--- src/design/bcf_pkg.sv ---
// Package for the branch coverage filter: hash constants, map size default
// and the request bundle passed to the hash unit. No dependencies.
`default_nettype none
package bcf_pkg;

  localparam int unsigned MapSizeDef = 65536;

  localparam logic [31:0] XP1 = 32'h9E3779B1;
  localparam logic [31:0] XP2 = 32'h85EBCA77;
  localparam logic [31:0] XP3 = 32'hC2B2AE3D;
  localparam logic [31:0] XP4 = 32'h27D4EB2F;
  localparam logic [31:0] XP5 = 32'h165667B1;

  localparam logic [31:0] LenLoc  = 32'd9;
  localparam logic [31:0] LenPair = 32'd8;

  typedef struct packed {
    logic        start;
    logic        pair;
    logic [31:0] w0;
    logic [31:0] w1;
    logic [7:0]  b;
  } hash_req_t;

endpackage
`default_nettype wire

--- src/design/bcf_hash.sv ---
// Multi-cycle XXH32 (seed 0) unit for 8- or 9-byte messages, one shared
// 32x32 multiplier. Depends on bcf_pkg.
`default_nettype none
module bcf_hash (
  input  wire logic              clk,
  input  wire logic              rst_n,
  input  wire bcf_pkg::hash_req_t req,
  output logic                   done,
  output logic [31:0]            result
);

  logic        busy_r;
  logic        done_r;
  logic [3:0]  step_r;
  logic        pair_r;
  logic [31:0] w0_r;
  logic [31:0] w1_r;
  logic [7:0]  b_r;
  logic [31:0] h_r;
  logic [31:0] m_r;
  logic [31:0] mul_a;
  logic [31:0] mul_b;
  logic [31:0] prod;
  logic [31:0] hsum;

  always_comb begin
    mul_a = h_r;
    mul_b = bcf_pkg::XP4;
    case (step_r)
      4'd0: begin
        mul_a = w0_r;
        mul_b = bcf_pkg::XP3;
      end
      4'd3: begin
        mul_a = w1_r;
        mul_b = bcf_pkg::XP3;
      end
      4'd6: begin
        mul_a = {24'd0, b_r};
        mul_b = bcf_pkg::XP5;
      end
      4'd8:    mul_b = bcf_pkg::XP1;
      4'd10:   mul_b = bcf_pkg::XP2;
      4'd12:   mul_b = bcf_pkg::XP3;
      default: mul_b = bcf_pkg::XP4;
    endcase
  end

  assign prod = mul_a * mul_b;
  assign hsum = h_r + m_r;

  always_ff @(posedge clk) begin
    if (!rst_n) begin
      busy_r <= 1'b0;
      done_r <= 1'b0;
      step_r <= 4'd0;
    end else begin
      done_r <= 1'b0;
      if (req.start) begin
        busy_r <= 1'b1;
        step_r <= 4'd0;
      end else if (busy_r) begin
        if (step_r == 4'd13) begin
          busy_r <= 1'b0;
          done_r <= 1'b1;
        end else if (step_r == 4'd5 && pair_r) begin
          step_r <= 4'd9;
        end else begin
          step_r <= step_r + 4'd1;
        end
      end
    end
  end

  always_ff @(posedge clk) begin
    if (req.start) begin
      pair_r <= req.pair;
      w0_r   <= req.w0;
      w1_r   <= req.w1;
      b_r    <= req.b;
      h_r    <= bcf_pkg::XP5 + (req.pair ? bcf_pkg::LenPair : bcf_pkg::LenLoc);
    end else if (busy_r) begin
      case (step_r)
        4'd0, 4'd3, 4'd6: m_r <= prod;
        4'd1, 4'd4:       h_r <= {hsum[14:0], hsum[31:15]};
        4'd7:             h_r <= {hsum[20:0], hsum[31:21]};
        4'd9:             h_r <= h_r ^ (h_r >> 15);
        4'd11:            h_r <= h_r ^ (h_r >> 13);
        4'd13:            h_r <= h_r ^ (h_r >> 16);
        default:          h_r <= prod;
      endcase
    end
  end

  assign done   = done_r;
  assign result = h_r;

endmodule
`default_nettype wire
--- config.mk ---
export PLATFORM = sky130hd
export DESIGN_NAME = bcf_hash
export DESIGN_NICKNAME = d
export VERILOG_FILES = /design/src/design/bcf_pkg.sv /design/src/design/bcf_hash.sv
export SDC_FILE = /design/constraint.sdc
export NUM_CORES = 1
export LEC_CHECK = 0
export ABC_CLOCK_PERIOD_IN_PS = 24800
export BUFFER_PORTS_ARGS = -buffer_cell sky130_fd_sc_hd__buf_4
export CAP_MARGIN = 20
export CORE_UTILIZATION = 55
export CTS_CLUSTER_SIZE = 40
export DETAILED_ROUTE_END_ITERATION = 8
export MAX_ROUTING_LAYER = met4
export PLACE_DENSITY = 0.76
export REMOVE_ABC_BUFFERS = 1
export SETUP_SLACK_MARGIN = 0.3
export SLEW_MARGIN = 20
export SYNTH_ARGS = -nofsm -noshare
export SYNTH_HDL_FRONTEND = slang
export SYNTH_SLANG_ARGS = --single-unit
--- constraint.sdc ---
create_clock -name clk -period 24.8 [get_ports clk]
set_input_delay 3.72 -clock clk [delete_from_list [all_inputs] [get_ports clk]]
set_output_delay 3.72 -clock clk [all_outputs]
set_load 0.03 [all_outputs]
# --- Word level (Yosys, flattened, before mapping) ---
# Index checks and enable logic that the tools add are counted.
classes:
  n_eq_ne: 13
  multipliers: 1
  add_sub_neg: 3
  n_bitwise: 7
  n_mux: 11
  n_reduce_logical: 11
op_table:
  columns: ["operator", "count"]
  rows:
  - ["32-bit one-hot mux with 6 select lines", 1]
  - ["32-bit one-hot mux with 4 select lines", 1]
  - ["32-bit one-hot mux with 3 select lines", 1]
  - ["32-bit 2-to-1 mux", 2]
  - ["32-bit adder", 1]
  - ["32-bit by 32-bit multiplier with 32-bit output", 1]
  - ["32-bit by 16-bit bitwise XOR with 32-bit output", 1]
  - ["32-bit by 17-bit bitwise XOR with 32-bit output", 1]
  - ["32-bit by 19-bit bitwise XOR with 32-bit output", 1]
  - ["29-bit by 4-bit adder with 30-bit output, first input constant", 1]
  - ["4-bit == test, second input constant", 6]
  - ["4-bit by 3-bit == test with 1-bit output, second input constant", 4]
  - ["3-bit OR reduction", 3]
  - ["1-bit 2-to-1 mux", 5]
  - ["4-bit by 1-bit adder with 4-bit output, second input constant", 1]
  - ["4-bit by 1-bit == test with 1-bit output, second input constant", 1]
  - ["4-bit by 2-bit == test with 1-bit output, second input constant", 1]
  - ["4-bit logical NOT", 1]
  - ["4-bit 2-to-1 mux", 1]
  - ["1-bit inverter", 4]
  - ["2-bit AND reduction", 2]
  - ["2-bit OR reduction", 2]
  - ["3-bit AND reduction", 1]
  - ["2-bit inequality test, second input constant", 1]
  - ["2 further kinds", 2]
word_totals:
  wordCells: 55
  input_bits: 76
  ff_bits: 143
  out_inout_bits: 33

# --- Longest topological paths before layout ---
# Gate-level depths: netlist of run 1.
logic_depth:
  depth_word: 7
  depth_mapped: 41
  mapped_depth_nobuf: 35

# --- Worst setup path after synthesis of run 1 ---
# OpenSTA, ideal clock, no wires.
synth_timing:
  path_kind: "reg-to-reg"
  from: "reg step_r[0]"
  to: "reg h_r[30], in the netlist result[30], data pin"
  synth_period_minus_slack_ns: 8.804
  stages_incl_launch_ff: 40
  path_buffers: 6
  setup_time_ns: 0.180
  arrival_time_ns: 8.624
  required_ns: 24.620
  setup_slack_ns: 15.996
  path_cell_list: "dfxtp_1 > inv_1 > ha_1 > buf_4 > nor3_2 > or3_1 > buf_2 > buf_6 > buf_6 > buf_6 > nand2_1 > nand2_1 > inv_1 > clkbuf_1 > nor2_1 > inv_1 > fa_1 > inv_1 > (+4 left out) > inv_1 > fa_1 > inv_1 > fa_1 > inv_1 > fa_1 > fa_1 > ha_1 > nand3_1 > nor2_1 > inv_1 > or3_1 > o21ai_0 > o21ai_0 > o31ai_1 > a21oi_1 > xor2_1 > a221oi_1"
synth_via:
  elab_chain_len: 7
  elab_cells_between_ends: 21
  classes_between: "1 x mul; 11 x eq/ne; 5 x mux; 4 x reduce/logical"
synth_lines:
  columns: ["element", "line", "source"]
  rows:
  - ["start, declared", "bcf_hash.sv:14", "logic [3:0] step_r;"]
  - ["start signal, assigned", "bcf_hash.sv:69", "step_r <= step_r + 4'd1;"]
  - ["4-bit by 2-bit == test with 1-bit output, or another cell as far along", "bcf_hash.sv:29, bcf_hash.sv:83", null]
  - ["3-bit OR reduction (no source line)", null, null]
  - ["32-bit one-hot mux with 4 select lines", "bcf_hash.sv:29", "case (step_r)"]
  - ["32-bit by 32-bit multiplier with 32-bit output", "bcf_hash.sv:49", "assign prod = mul_a * mul_b;"]
  - ["32-bit one-hot mux with 6 select lines (*)", "bcf_hash.sv:83", "case (step_r)"]
  - ["32-bit 2-to-1 mux (*)", "bcf_hash.sv:82", "end else if (busy_r) begin"]
  - ["32-bit 2-to-1 mux (*)", "bcf_hash.sv:76", "if (req.start) begin"]
  - ["end signal, assigned", "bcf_hash.sv:81", "h_r <= bcf_pkg::XP5 + (req.pair ? bcf_pkg::LenPair : bcf_pkg::LenLoc);"]
  - ["end signal, assigned", "bcf_hash.sv:85", "4'd1, 4'd4: h_r <= {hsum[14:0], hsum[31:15]};"]
  - ["end signal, assigned", "bcf_hash.sv:86", "4'd7: h_r <= {hsum[20:0], hsum[31:21]};"]
  - ["end, declared", "bcf_hash.sv:19", "logic [31:0] h_r;"]
# Mark *: on every way between the ends. The rest lies on a longest branch, timed or not. The select of a mux whose other input is x is not followed.
# A chain may end at the register's enable or synchronous reset.

# --- Worst setup path in the final report of run 1 ---
layout_timing:
  from: "reg step_r[3]"
  to: "reg h_r[30], in the netlist result[30], data pin"
# The elaborated chain is that of the path after synthesis.

==> impl_metrics.tcl, run 1 <==
set metrics [dict create \
    dpl.hpwl_um 69200 \
    via_count 18700 \
    end_kind "register" \
    clock-sinks 143 \
    rr_worst_depth 27 \
    status "finished clean" \
    antenna_found_initial 1 \
    grt_use_total_pct 42.3 \
    r2r_setup_slack_ns 14.32 \
    top_layer_used "met4" \
    holdCritStartpoint "step_r[1]" \
    finClkSkew_ns 0.0135 \
    hold_viol 0 \
    hold_buffers 0 \
    synth_top_cell_area_share_pct 34.5 \
    synth_warnings 0 \
    seq_area_frac_synth_pct 18.4 \
    grt_overflow 0 \
    die_area_sq_mm 0.0427 \
    antenna_left 0 \
    regArea_sq_mm 0.00423 \
    gp_congestion 1.05 \
    synth.distinct_cells 75 \
    hold_path_depth 2 \
    synthTopCellsByArea "fa_1 (35%), edfxtp_1 (18%), ha_1 (9.2%)" \
    start_util_pct 56.1 \
    setup_violations 0 \
    rsz0062_at_grt "no" \
    maxCapViolations 0 \
    synth_area_sq_mm 0.0230 \
    required_ns 25.05 \
    reg2reg_to "result[30]" \
    max_freq_ghz 0.0954 \
    worst-path-max-fanout 25 \
    synthArstFlopShare_pct 0 \
    fill_cells 3521 \
    grt_pass1_wl_um 123000 \
    multi_input_area_sq_mm 0.0165 \
    post-cts-setup-buffer-count 0 \
    pin_count 109 \
    h-tree-depth 4 \
    yosysTopAreaCell "fa_1" \
    min_to "step_r[1]" \
    r2r_start "step_r[3]" \
    fin_ws_ns 14.32 \
    routed_wl_um 84300 \
    final.setup.tns_ns 0 \
    core_area_sq_mm 0.0410 \
    met2_length_um 37100 \
    synth-edff-count 137 \
    finalCritPeriodShare_pct 42.3 \
    min_path_type "register to register" \
    postCtsResizedCells 0 \
    cts-root-buf "clkbuf_16" \
    ctsLongestPathBuffers 2 \
    post-route-min-period_ns 10.48 \
    die_x_um 207 \
    grt_pass1_vias 18900 \
    crit_type "register to register" \
    drtPass1Iterations 6 \
    dr_wl_met3_um 9190 \
    grt_max_degree 80 \
    io_buffers 108 \
    syn2layout_area_growth_pct 8.95 \
    dp_slack_ns 14.62 \
    relSlewSlack_pct 16.1 \
    nets 3110 \
    cts_tree "built" \
    vias_per_cell 6.20 \
    path_clk_slew_ns 0.06 \
    ys.flop_type "edfxtp_1" \
    die_h_um 207 \
    startpoint_type "register" \
    drive_gt1_share_pct 8.67 \
    wl_per_cell_um 28.0 \
    drt_iter0_markers 2310 \
    wl_met1_um 33100 \
    syn_area_per_cell_sq_um 9.60 \
    crit_arrival_ns 10.73 \
    ys_ff_latch 143 \
    slew_violations 0 \
    drc 0 \
    synth_most_common_cell "inv_1" \
    worst-slew-pin-transition_ns 1.26 \
    synth_cells 2396 \
    clk-insertion-delay-late_ns 0.44 \
    rows 74 \
    cts_buffers 17 \
    ys_top_cells_by_count "inv_1 (517), fa_1 (397), nor2_1 (233), nand2_1 (201), ha_1 (170)" \
]
## worst max path at each step
stage                   start  slack, ns          to  depth (start not counted)
floorplan           step_r[0]      14.88  result[30]                         29
global placement    step_r[2]      13.95  result[30]                         28
detailed placement  step_r[2]      14.62  result[30]                         30
CTS                 step_r[2]      14.50  result[30]                         30
global route        step_r[2]      13.87  result[30]                         30
finish              step_r[3]      14.32  result[30]                         27
## cell type report
type | instances | share of cell area, %
tap | 532 | 2.66
antenna | 1 | 0.00998
timing repair buffer | 145 | 4.36
clock buffer | 17 | 1.70
sequential | 143 | 16.9
multi-input combinational | 1636 | 65.7
inverter | 524 | 7.85
clock inverter | 14 | 0.868
## metrics by stage
stage / hold slack (ns) / utilization [%] / std cells / instance area (sq um)
finish: 0.543 / 61.1 / 3012 / 25100
global route: 0.583 / 61.1 / 3012 / 25100
CTS: 0.539 / 61.1 / 3011 / 25100
detailed placement: 0.531 / 59.5 / 2980 / 24400
global placement: 0.517 / 59.5 / 2978 / 24400
floorplan: 0.498 / - / 2303 / 22600
## sequential cells by signal, summed over array words and instances, names as in the netlist
| signal | count |
|---|---|
| m_r | 32 |
| result | 32 |
| w0_r | 32 |
| w1_r | 32 |
| b_r | 8 |
| step_r | 4 |
| busy_r | 1 |
| done | 1 |
| pair_r | 1 |
## critical path, cell delays in order, from the launching register on
cell and delay, ns:
dfxtp_1 0.88, nand3b_1 0.77, nand2_1 0.24, buf_4 0.40, nand3_2 0.66, nand2_1 0.37, inv_1 0.11, fa_1 0.51
fa_1 0.49, inv_1 0.05, fa_1 0.53, fa_1 0.57, inv_1 0.06, fa_1 0.48, fa_1 0.57, fa_1 0.44
fa_1 0.45, ha_1 0.40, nand3_1 0.12, nor2_1 0.20, inv_1 0.09, or3_1 0.34, o21ai_0 0.37, o21ai_0 0.31
o31ai_1 0.28, a21oi_1 0.12, xor2_1 0.17, a221oi_1 0.28
## cell usage in the layout, fill, tap and decap left out, types with 12 or more instances in the layout
master and count:
a21oi_1 82, or2_2 12, a222oi_1 16, fa_1 397, o21bai_1 14, nand2_1 201, xnor2_1 90, ha_1 170
clkbuf_16 17, a22oi_1 22, edfxtp_1 137, o221ai_1 12, nand2b_1 15, nand3_1 18, a21o_1 29, xor2_1 40
nor3_1 24, inv_1 517, a221o_1 21, a221oi_1 32, o21a_1 15, and2_1 13, buf_4 143, nor2_1 230
o21ai_0 60
## cells by family after synthesis
| family | share of synthesized area [%] |
|---|---|
| buffers and inverters | 10.3 |
| adder cells (fa/ha/maj) | 43.8 |
| AND/OR/NAND/NOR | 10.3 |
| AO/OA/AOI/OAI | 11.6 |
| flip-flops | 18.4 |
| XOR/XNOR | 5.25 |
| multiplexers | 0.305 |
## per-layer routing
layer  vias up  GRT usage, %
met3       262          7.61
met2      1211          61.5
met1      9369          56.8
met4         0          21.7
met5         -             -
li1       7829             -
Power of run 1 is left out: the tool's default activity adds up to more than one toggle a clock period on the data nets, which glitch-free logic cannot reach.
==> inputs of run 2 (changes only) <==
ABC_AREA = 1   (was not set)
ABC_CLOCK_PERIOD_IN_PS = 10650   (was 24800)
clock period = 10.65 ns   (was 24.8 ns; I/O delays follow)
==> impl_metrics.tcl, run 2 <==
set metrics [dict create \
    status "finished clean" \
    worst-slew-pin-transition_ns 1.02 \
    regArea_sq_mm 0.00423 \
    startpoint_type "register" \
    min_to "step_r[0]" \
    setup_violations 0 \
    grtUsageMet2_pct 59.9 \
    worst-path-max-fanout 15 \
    yosysTopAreaCell "fa_1" \
    cts_buffers 17 \
    synth_top_cell_area_share_pct 33.7 \
    slew_violations 0 \
    reg2reg_to "result[25]" \
    gp_congestion 1.06 \
    synthTopCellsByArea "fa_1 (34%), edfxtp_1 (17%), inv_1 (9.8%)" \
    hold_viol 0 \
    use_met1_pct 57.0 \
    ys_ff_latch 143 \
    nets 3455 \
    final_cell_mix "inv_1 (618), nand2_1 (494), fa_1 (397)" \
    synthArstFlopShare_pct 0 \
    multi_input_area_sq_mm 0.0166 \
    cts-root-buf "clkbuf_16" \
    grt_pass1_vias 20200 \
    synth.distinct_cells 59 \
    rr_worst_depth 32 \
    max_freq_ghz 0.104 \
    final.setup.tns_ns 0 \
    drtPass1Iterations 6 \
    grt_busiest_layer "met2" \
    min_path_type "register to register" \
    crit_top_cell "fa_1" \
    synth_warnings 0 \
    r2r_start "step_r[1]" \
    final_util_pct 61.2 \
    seq_area_frac_synth_pct 18.0 \
    clock-sinks 143 \
    ys.flop_type "edfxtp_1" \
    synth_cells 2703 \
    relSlewSlack_pct 31.7 \
    post-cts-setup-buffer-count 0 \
    cts_tree "built" \
    path_clk_slew_ns 0.07 \
    holdCritStartpoint "step_r[0]" \
    antenna_left 0 \
    dpl.hpwl_um 73700 \
    routed_wl_um 88500 \
    start_util_pct 55.9 \
    ctsLongestPathBuffers 2 \
    path_delay_family "adder cells" \
    finClkSkew_ns 0.0182 \
    ys_top_cells_by_count "inv_1 (618), nand2_1 (494), fa_1 (397), nor2_1 (217), ha_1 (170)" \
    antenna_found_initial 3 \
    crit_type "register to register" \
    syn_area_per_cell_sq_um 8.72 \
    grt_use_total_pct 42.9 \
    drive_gt1_share_pct 10.2 \
    required_ns 10.95 \
    die_x_um 209 \
    grt_pass1_wl_um 129000 \
    end_kind "register" \
    die_area_sq_mm 0.0437 \
    grt_max_degree 72 \
    cp_slowest_cell "nor4_1" \
    max_stage_delay_ns 0.61 \
    wl_per_cell_um 26.3 \
    post-route-min-period_ns 9.64 \
    synth-edff-count 137 \
    pin_count 109 \
    grt_overflow 0 \
    finalCritPeriodShare_pct 90.5 \
    crit_arrival_ns 9.94 \
    core_area_sq_mm 0.0421 \
    die_h_um 209 \
    vias_per_cell 5.92 \
    synth_most_common_cell "inv_1" \
    clk-insertion-delay-late_ns 0.45 \
    maxCapViolations 0 \
    postCtsResizedCells 0 \
    final_common_cell "inv_1" \
    syn2layout_area_growth_pct 9.38 \
    worst-path-buf-inv 7 \
    rows 75 \
    r2r_setup_slack_ns 1.01 \
    drc 0 \
    met3_usage_pct 12.7 \
    synth_area_sq_mm 0.0236 \
    hold_path_depth 1 \
    io_buffers 108 \
    h-tree-depth 4 \
    drt_iter0_markers 2526 \
    via_count 19900 \
    rsz0062_at_grt "no" \
    hold_buffers 0 \
    fill_cells 3656 \
]
## run 2: cell count changes in the layout (fill, tap and decap cells not counted), moves of 20 or more
cell	change
inv_1	+101
a221oi_1	-27
xnor2_1	-64
o21ai_0	-23
nand2_1	+293
xor2_1	+28
buf_4	+20
nand3_1	+111
nand4_1	+27
a21o_1	-24
## run 2: worst max-delay path by stage
stage,depth (start not counted),to,slack [ns],from
after detailed placement,32,result[25],1.15,step_r[1]
after global routing,32,result[25],0.69,step_r[0]
final,32,result[25],1.01,step_r[1]
after floorplan,36,result[25],2.26,step_r[0]
after CTS,32,result[25],1.12,step_r[1]
after global placement,32,result[25],1.25,step_r[0]
## run 2: through the flow
stage                     cells  area (sq um)  worst slack [ns]  hold WS, ns
after CTS                  3364         25800              1.12        0.524
final                      3369         25800              1.01        0.523
after global routing       3368         25800             0.694        0.545
after global placement     3332         25200              1.25        0.493
after floorplan            2630         23200              2.26        0.453
after detailed placement   3332         25200              1.15        0.502
## run 2: cells by family after synthesis
group	count (synthesis)	share of synthesized area, %
simple gates	954	17.6
buf+inv	708	11.6
fa+ha+maj	567	42.7
compound gates	237	6.57
flops	143	18.0
xor+xnor	94	3.49
## run 2: worst reg2reg max path: cells and delay by family, from the launching register on
kind                     cells  cell delay [ns]
flip-flops                   1             0.33
buffers and inverters        7             1.01
AO/OA/AOI/OAI                2             0.53
AND/OR/NAND/NOR             12             2.48
adder cells (fa/ha/maj)     10             4.95
XOR/XNOR                     1             0.21
## run 2: final cells by class
type	count	share of cell area (%)
diodes	5	0.0485
clock buffers	19	1.72
clock inverters	13	0.684
inverters	635	9.25
multi-input cells	1852	64.5
flip-flops and latches	143	16.4
well taps	539	2.62
repair buffers	163	4.75
## run 2: metal layers
| metal | routed length (um) | up-vias |
|---|---|---|
| met2 | 37300 | 1306 |
| met1 | 35000 | 9824 |
| met3 | 11300 | 235 |
| met5 | 0 | - |
| met4 | 4990 | 0 |
| li1 | - | 8581 |
Power of run 2 is left out for the same reason.
